File: config.mk
export PLATFORM = sky130hd
export DESIGN_NAME = hilbert_fir_analytic_signal
export DESIGN_NICKNAME = d
export VERILOG_FILES = /design/src/hw/rtl/hfas_pkg.sv /design/src/hw/rtl/hilbert_fir_analytic_signal.sv /design/src/hw/rtl/hfas_ram.sv
export SDC_FILE = /design/constraint.sdc
export NUM_CORES = 2
export LEC_CHECK = 0
export BUFFER_PORTS_ARGS = -buffer_cell sky130_fd_sc_hd__buf_2
export CAP_MARGIN = 5
export CORE_ASPECT_RATIO = 0.6
export CORE_MARGIN = 2
export CORE_UTILIZATION = 55
export DETAILED_ROUTE_END_ITERATION = 7
export HOLD_SLACK_MARGIN = 0.03
export PLACE_DENSITY = 0.71
export REMOVE_ABC_BUFFERS = 1
export SETUP_SLACK_MARGIN = 0.05
export SYNTH_ARGS = -nofsm -noshare
export SYNTH_HDL_FRONTEND = slang
export SYNTH_SLANG_ARGS = --single-unit
File: constraint.sdc
create_clock -name clk -period 8 [get_ports clk]
set_input_delay 0.8 -clock clk [delete_from_list [all_inputs] [get_ports clk]]
set_output_delay 0.8 -clock clk [all_outputs]
set_load 0.05 [all_outputs]
File: src/hw/rtl/hfas_pkg.sv
`default_nettype none
package hfas_pkg;

  localparam int TAPS      = 33;
  localparam int CENTER    = TAPS / 2;
  localparam int SAMPLE_W  = 16;
  localparam int COEF_W    = 18;
  localparam int COEF_FRAC = 12;
  localparam int PROD_W    = SAMPLE_W + COEF_W;
  localparam int ACC_W     = 36;
  localparam int IMAG_W    = 24;
  localparam int IDX_W     = $clog2(TAPS);
  localparam int CNT_W     = $clog2(TAPS + 1);

  typedef logic signed [COEF_W-1:0]   coef_t;
  typedef logic signed [SAMPLE_W-1:0] sample_t;
  typedef logic signed [ACC_W-1:0]    acc_t;

  localparam acc_t ROUND_HALF = acc_t'(1) <<< (COEF_FRAC - 1);
  localparam acc_t IMAG_MAX   = acc_t'((64'sd1 <<< (IMAG_W - 1)) - 64'sd1);
  localparam acc_t IMAG_MIN   = acc_t'(-(64'sd1 <<< (IMAG_W - 1)));

  // Kaiser-windowed Hilbert taps, Q5.12, tap i has n = i - CENTER
  localparam coef_t COEF_ROM [TAPS] = '{
    coef_t'(0),      coef_t'(-168),   coef_t'(0),      coef_t'(-589),
    coef_t'(0),      coef_t'(-1458),  coef_t'(0),      coef_t'(-3040),
    coef_t'(0),      coef_t'(-5772),  coef_t'(0),      coef_t'(-10640),
    coef_t'(0),      coef_t'(-21156), coef_t'(0),      coef_t'(-69188),
    coef_t'(0),
    coef_t'(69188),  coef_t'(0),      coef_t'(21156),  coef_t'(0),
    coef_t'(10640),  coef_t'(0),      coef_t'(5772),   coef_t'(0),
    coef_t'(3040),   coef_t'(0),      coef_t'(1458),   coef_t'(0),
    coef_t'(589),    coef_t'(0),      coef_t'(168),    coef_t'(0)
  };

endpackage
`default_nettype wire

File: src/hw/rtl/hilbert_fir_analytic_signal.sv
`default_nettype none
// Channel  Handshake           Fields
// in       in_valid/in_stall   sample (s16)
// out      out_valid/out_stall real_part (s16), imag_part (s24), saturated (1)
//
// Per transaction, with the output free: the accept cycle, one delay-line RAM
// read per tap over 33 taps, the RAM read and product registers, the exit
// from the tap loop, and a final step to round, saturate and load the output
// register; the next transaction can be accepted the cycle after.
// in_stall is high from accept until the result is loaded into the output register.
// rst is synchronous; it clears the write pointer and the per-entry valid bits,
// so the delay line reads as zeros after reset.
module hilbert_fir_analytic_signal (
  input  logic                                clk,
  input  logic                                rst,
  input  logic                                in_valid,
  output logic                                in_stall,
  input  logic signed [hfas_pkg::SAMPLE_W-1:0] sample,
  output logic                                out_valid,
  input  logic                                out_stall,
  output logic signed [hfas_pkg::SAMPLE_W-1:0] real_part,
  output logic signed [hfas_pkg::IMAG_W-1:0]   imag_part,
  output logic                                saturated
);
  import hfas_pkg::*;

  localparam logic [1:0] S_IDLE = 2'd0;
  localparam logic [1:0] S_RUN  = 2'd1;
  localparam logic [1:0] S_FIN  = 2'd2;

  logic [1:0]             state;
  logic [IDX_W-1:0]       wp;
  logic [IDX_W-1:0]       rd_idx;
  logic [CNT_W-1:0]       cnt;
  logic [IDX_W-1:0]       tap_q;
  logic                   v1;
  logic                   v2;
  logic [TAPS-1:0]        vld;
  logic                   vld_q;
  logic signed [PROD_W-1:0] prod;
  acc_t                   acc;
  sample_t                real_hold;

  logic                   in_accept;
  logic                   issue;
  logic                   load;
  logic [SAMPLE_W-1:0]    rdata;
  sample_t                data_s;
  acc_t                   rnd;
  acc_t                   shifted;
  logic                   sat_hi;
  logic                   sat_lo;

  assign in_stall  = (state != S_IDLE);
  assign in_accept = in_valid && !in_stall;
  assign issue     = (state == S_RUN) && (cnt != CNT_W'(TAPS));
  assign load      = (state == S_FIN) && (!out_valid || !out_stall);

  hfas_ram #(
    .WIDTH(SAMPLE_W),
    .DEPTH(TAPS)
  ) u_dly (
    .clk  (clk),
    .we   (in_accept),
    .waddr(wp),
    .wdata(sample),
    .re   (issue),
    .raddr(rd_idx),
    .rdata(rdata)
  );

  assign data_s  = vld_q ? sample_t'(rdata) : '0;
  assign rnd     = acc + ROUND_HALF;
  assign shifted = rnd >>> COEF_FRAC;
  assign sat_hi  = (shifted > IMAG_MAX);
  assign sat_lo  = (shifted < IMAG_MIN);

  always_ff @(posedge clk) begin
    if (rst) begin
      state     <= S_IDLE;
      wp        <= '0;
      vld       <= '0;
      cnt       <= '0;
      v1        <= 1'b0;
      v2        <= 1'b0;
      out_valid <= 1'b0;
    end else begin
      v1 <= issue;
      v2 <= v1;
      if (out_valid && !out_stall && !load) begin
        out_valid <= 1'b0;
      end
      case (state)
        S_IDLE: begin
          if (in_accept) begin
            vld[wp] <= 1'b1;
            wp      <= (wp == IDX_W'(TAPS - 1)) ? '0 : wp + 1'b1;
            cnt     <= '0;
            state   <= S_RUN;
          end
        end
        S_RUN: begin
          if (issue) begin
            cnt <= cnt + 1'b1;
          end else if (!v1 && !v2) begin
            state <= S_FIN;
          end
        end
        S_FIN: begin
          if (load) begin
            out_valid <= 1'b1;
            state     <= S_IDLE;
          end
        end
        default: begin
          state <= S_IDLE;
        end
      endcase
    end
  end

  // datapath: read, multiply, accumulate, then round and saturate into the output registers
  always_ff @(posedge clk) begin
    if (in_accept) begin
      rd_idx <= wp;
      acc    <= '0;
    end else begin
      if (issue) begin
        rd_idx <= (rd_idx == '0) ? IDX_W'(TAPS - 1) : rd_idx - 1'b1;
      end
      if (v2) begin
        acc <= acc + acc_t'(prod);
      end
    end
    if (issue) begin
      tap_q <= cnt[IDX_W-1:0];
      vld_q <= vld[rd_idx];
    end
    if (v1) begin
      prod <= data_s * COEF_ROM[tap_q];
      if (tap_q == IDX_W'(CENTER)) begin
        real_hold <= data_s;
      end
    end
    if (load) begin
      real_part <= real_hold;
      saturated <= sat_hi || sat_lo;
      if (sat_hi) begin
        imag_part <= IMAG_MAX[IMAG_W-1:0];
      end else if (sat_lo) begin
        imag_part <= IMAG_MIN[IMAG_W-1:0];
      end else begin
        imag_part <= shifted[IMAG_W-1:0];
      end
    end
  end

endmodule
`default_nettype wire

File: src/hw/rtl/hfas_ram.sv
`default_nettype none
module hfas_ram #(
  parameter int WIDTH = 16,
  parameter int DEPTH = 32,
  localparam int AW = $clog2(DEPTH)
) (
  input  logic             clk,
  input  logic             we,
  input  logic [AW-1:0]    waddr,
  input  logic [WIDTH-1:0] wdata,
  input  logic             re,
  input  logic [AW-1:0]    raddr,
  output logic [WIDTH-1:0] rdata
);

  logic [WIDTH-1:0] mem [DEPTH];

  always_ff @(posedge clk) begin
    if (we) begin
      mem[waddr] <= wdata;
    end
    if (re) begin
      rdata <= mem[raddr];
    end
  end

endmodule
`default_nettype wire

Yosys cells after proc, flatten, opt, wreduce, memory -nomap -nowiden --
Memory sizes are Yosys's and may differ from the RTL's. A register that Yosys moved wholly into a read port is not among the register bits. Cells that the tools add are included.
Operators by class: $add $sub $neg 5, multipliers 1, magnitude comparators 6, bitwise operators 2, mux-type cells 25, reductions and logical operators 24, eq/ne operators 10
Operators with widths (number):
- $add A36 B13 Y36 const B | 1
- $add A36 B34 Y36 | 1
- $mux W18 | 2
- $mux W6 | 6
- $mul A16 B18 Y34 | 1
- $or A33 B33 Y33 | 1
- $gt A24 B24 Y1 const B | 1
- $lt A24 B24 Y1 const B | 1
- $mux W24 | 1
- $mux W16 | 1
- $lt A6 B7 Y1 const B | 2
- $add A6 B1 Y6 const B | 2
- $pmux W6 S2 | 1
- $mux W2 | 4
- $ne A2 B2 Y1 const B | 4
- $ge A7 B7 Y1 const B | 1
- $logic_and A1 B1 Y1 | 7
- $mux W1 | 7
- $not A6 Y7 | 1
- $bmux W1 S6 | 1
- $demux W1 S6 | 1
- $eq A6 B5 Y1 const B | 1
- $eq A6 B6 Y1 const B | 1
- $ge A6 B1 Y1 const B | 1
- other kinds (14) | 23
Storage, ports and cells: bits in writable memories 528, word-level logic and storage cells 91, bits in read-only memories 1152, register bits after elaboration 190, input bits 20, memories kept 2
Memories:
- (name not given) | words 64, width 18, rd ports 1, clocked after memory_dff 0, wr ports 0, line hilbert_fir_analytic_signal.sv:140 | prod <= data_s * COEF_ROM[tap_q];
- u_dly.mem | words 33, width 16, rd ports 1, clocked after memory_dff 1, wr ports 1, line hfas_ram.sv:16 | logic [WIDTH-1:0] mem [DEPTH];

Longest topological paths before layout --
depth in word-level cells 8, gate-level depth with buffers 30, depth with buffers taken out 28

Hierarchy --
Synthesis repeated with hierarchy kept, for this count alone.
Unflattened totals: cells, all modules 3264, area total of the unflattened synthesis 41121.9 um^2
Modules (own cells, without submodules):
- hfas_ram | area an instance 21231.6 um^2, cells each 1132, instances 1
- hilbert_fir_analytic_signal | area an instance 19890.3 um^2, cells each 2132, instances 1

Worst setup path before layout --
OpenSTA, ideal clock, no wires.
path type register -> register, start point register tap_q[4], end point register prod[33] (data pin), buffers on the path 2, arrival time 6874 ps, period minus slack after synthesis 7144 ps, required time 7730 ps, stages on the path, launching flop included 26, path slack 856 ps, path through edfxtp_1 -> clkbuf_1 -> buf_1 -> a21oi_1 -> o21ai_1 -> nor2_1 -> fa_1 -> inv_1 -> fa_1 -> inv_1 -> fa_1 -> fa_1 -> fa_1 -> inv_1 -> fa_1 -> inv_1 -> ha_1 -> a21o_1 -> a21o_1 -> a21o_1 -> a21oi_1 -> o21ai_0 -> a21oi_1 -> nor2_1 -> a211o_1 -> or3b_2
On the way: word-level cells in the longest chain between the ends 5
RTL lines:
- from (decl) | line hilbert_fir_analytic_signal.sv:35 | logic [IDX_W-1:0] tap_q;
- from (signal assigned) | line hilbert_fir_analytic_signal.sv:136 | tap_q <= cnt[IDX_W-1:0];
- $not A6 Y7 (not written as such) | line hilbert_fir_analytic_signal.sv:140
- $mem_v2 Z64 W18
- $mux W18 (not written as such) (2 in series) | line hilbert_fir_analytic_signal.sv:140
- $mul A16 B18 Y34 | line hilbert_fir_analytic_signal.sv:140
- to (signal assigned) | line hilbert_fir_analytic_signal.sv:140
- to (decl) | line hilbert_fir_analytic_signal.sv:40 | logic signed [PROD_W-1:0] prod;
No other way between the ends. The select of a mux whose other input is x is not followed. A chain may end at the register's enable or synchronous reset.

Worst setup path after layout --
start point register tap_q[3], end point register prod[33] (data pin)
The elaborated chain is that of the path after synthesis.

==> qor.yml <==
die_w_um: 354.4
status: "finished, final reports clean"
clock_sink_count: 734
hold_viol: 0
ant_nets: 0
fin_cells: 4165
portBuffers: 62
p_comb_share_pct: 24.6
num-fill-cells: 5452
grtUsageTotal_pct: 26.89
drv_cap: 0
rrSetupSlack_ps: 420
synth-main-ff-cell: "edfxtp_1"
setup_viol: 0
final_area_mm2: 0.04490
internal_power_mw: 7.139
swShare_pct: 29.65
p_clk_share_pct: 32.2
io_pins: 63
ys_seq_area_share_pct: 52.28
yosys_warnings: 0
grt_busiest_layer: "met1"
dieArea_mm2: 0.07592
synth_area_mm2: 0.04052
antennaDiodeCount: 0
rr_worst_depth: 25
worstSkewPairLatency_ps: 640
crit_type: "reg2reg"
start_kind: "flip-flop"
netlist_instances: 2987
first_pass_iters: 5
ctsHoldBuffers: 0
seq_power_share_pct: 43.2
setup_ws_ps: 419.8
grt_pass1_vias: 24923
cts_root_buffer: "clkbuf_16"
cp-end-kind: "flip-flop"
grt_max_degree: 106
r2r_end: "prod[33]$_DFFE_PP_"
synth.avg_cell_area_um2: 13.56
vias_per_cell: 5.915
multi_input_area_mm2: 0.01755
finClkSkew_ps: 30.42
slew_violations: 0
final-seq-area_mm2: 0.02118
wire_per_inst_um: 23.74
htreeDepth: 3
clkTransAtPathRegs_ps: 70
leakage_nw: 17.31
net-switching-power_mw: 3.008
die_y_um: 214.2
synth_seq_cells: 734
finalWirelength_um: 98870
dpl_cell_area_mm2: 0.04257
rows: 77
use_met3_pct: 6.970
drive_gt1_share_pct: 16.33
grt_pass1_wl_um: 153200
peakVddDrop_uv: 218.7
layout_min_cycle_time_ps: 7580
gp_congestion: 0.9920
cts_tree: "yes"
slew_headroom_pct: 24.75
dp_slack_ps: 298.5
num_vias: 24636
rsz0062_at_grt: "true"
initial_core_util_pct: 55.26
powerDensity_mw_per_mm2: 226.0
final_net_count: 3560
cts_buffers: 69
synth-edff-count: 648
worst_pin_slew_ps: 1129
cts_buffer_depth: 3
worstPathRequired_ps: 8370
crit_arrival_ps: 7950
grt_use_met1_pct: 44.25
drtIter0Drc: 2955
synthToLayoutAreaGrowth_pct: 10.81
placed_cells: 4034
async_flop_share_pct: 0
post-route-period-util_pct: 94.75
post-route-drc-count: 0
grt-ovfl-total: 0
hold_path.class: "reg2reg"
core_mm2: 0.07332
met2_usage_pct: 36.35
ys_types: 74
cp_max_fo: 24
timing.rr.start: "tap_q[3]$_DFFE_PP_"
crit_start: "tap_q[3]$_DFFE_PP_"
clock.fmax_mhz: 131.9
antenna_found_initial: 0
crit_end: "prod[33]$_DFFE_PP_"
finalPower_mw: 10.15
dp_hpwl_um: 70300
-- metrics by stage --
step	hold slack, ps	util (%)	setup TNS (ps)
3_5_place_dp	408.4	58.07	0
3_3_place_gp	403.6	58.07	0
2_1_floorplan	400.3	-	0
4_1_cts	426.0	61.16	0
6_report	426.2	61.24	0
5_1_grt	426.3	61.24	-4.342
-- placed cells by master (no fill, tap or decap), drive strengths merged, types with 31 or more instances in the layout --
cell and count:
edfxtp 648, nor3 39, mux2i 31, xnor2 62, buf 174, o21ai 65
inv 399, ha 128, clkbuf 93, fa 291, nor2 345, nand2 230
dfxtp 86, mux4 170, a21oi 87
-- power by group through the flow --
stage | registers [mW] | logic [mW] | clock network (mW)
2_1_floorplan | 4.56 | 1.75 | 0
3_3_place_gp | 4.47 | 2.43 | 0
3_5_place_dp | 4.47 | 2.48 | 0
4_1_cts | 4.38 | 2.49 | 3.32
5_1_grt | 4.39 | 2.79 | 3.47
6_report | 4.39 | 2.50 | 3.26
-- kinds of logic (layout without fill, tap and decap cells) --
logic type               count (synthesis)  after routing  synth area share [%]
flip-flops                             734            734                 52.28
AO/OA/AOI/OAI                          280            280                 4.428
buffers and inverters                  510            701                 4.734
other                                    1              1              0.009256
XOR/XNOR                                92             92                 1.989
multiplexers                           202            202                 10.24
adder cells (fa/ha/maj)                419            419                 18.33
AND/OR/NAND/NOR                        749            749                 7.989
-- sequential cells by signal, indices dropped and copies added (netlist names) --
name / count
tap_q: 6
vld: 33
u_dly.rdata: 16
rd_idx: 6
real_hold: 16
real_part: 16
v1: 1
u_dly.mem: 528
acc: 36
v2: 1
prod: 34
wp: 6
imag_part: 24
vld_q: 1
saturated: 1
state: 2
out_valid: 1
cnt: 6
-- Yosys cell counts, drive strengths merged, types with 8 or more instances --
cell type / count / area share [%]
o21bai: 8 / 0.15
nand4: 14 / 0.23
fa: 291 / 14
nor2: 345 / 3.2
nand2: 230 / 2.1
o22ai: 10 / 0.15
and3: 15 / 0.25
ha: 128 / 4.0
o21ai: 65 / 0.80
edfxtp: 648 / 48
a211oi: 9 / 0.19
a21o: 30 / 0.56
clkbuf: 91 / 0.84
mux2i: 31 / 0.77
nand2b: 15 / 0.23
nor2b: 9 / 0.14
xor2: 30 / 0.65
dfxtp: 86 / 4.2
nand3: 29 / 0.36
a211o: 8 / 0.17
a21oi: 87 / 1.1
and2: 12 / 0.19
o21a: 10 / 0.19
nor3: 39 / 0.48
inv: 396 / 3.7
mux4: 170 / 9.4
buf: 20 / 0.19
xnor2: 62 / 1.3
-- area by class of cell --
class	count	share of cell area, %
inverter	399	3.336
clock buffer	93	4.144
tap	987	2.751
multi-input combinational	1743	39.10
sequential	734	47.18
clock inverter	35	0.8974
timing repair buffer	174	2.592
-- critical path, cell delays in order, from the launching register on --
cell	delay, ps
edfxtp_1	680
or2_2	420
a21oi_1	200
nor2_1	60
nor2_1	280
nor2_1	140
fa_1	560
inv_1	60
fa_1	530
inv_1	60
fa_1	500
fa_1	530
fa_1	550
inv_1	50
fa_1	530
inv_1	50
ha_1	300
a21o_1	220
a21o_1	190
a21o_1	200
a21oi_1	150
o21ai_0	80
a21oi_1	210
nor2_1	70
a211o_1	260
or3b_2	450
-- routing by layer --
layer  part of all wire (%)  wire length, um  vias up
met2                     41            40600     1254
met5                      0                0        -
met4                    1.5             1455        0
met3                     12            11550      108
met1                     46            45270    12579
li1                       -                -    10695
-- worst min path at each step --
| stage | end | startpoint | depth (start not counted) |
|---|---|---|---|
| 6_report | real_part[13]$_DFFE_PP_ | real_hold[13]$_DFFE_PP_ | 0 |
| 5_1_grt | real_part[13]$_DFFE_PP_ | real_hold[13]$_DFFE_PP_ | 0 |
| 4_1_cts | real_part[1]$_DFFE_PP_ | real_hold[1]$_DFFE_PP_ | 0 |
| 3_5_place_dp | real_part[4]$_DFFE_PP_ | real_hold[4]$_DFFE_PP_ | 0 |
| 3_3_place_gp | real_part[9]$_DFFE_PP_ | real_hold[9]$_DFFE_PP_ | 0 |
| 2_1_floorplan | real_part[0]$_DFFE_PP_ | real_hold[0]$_DFFE_PP_ | 0 |
-- repair_timing --
item                       4_1_cts  5_1_grt
setup endpoints to repair        0       10
buffers inserted                 0        3
gates resized for setup          0       10
(Power assumes the default switching activity.)
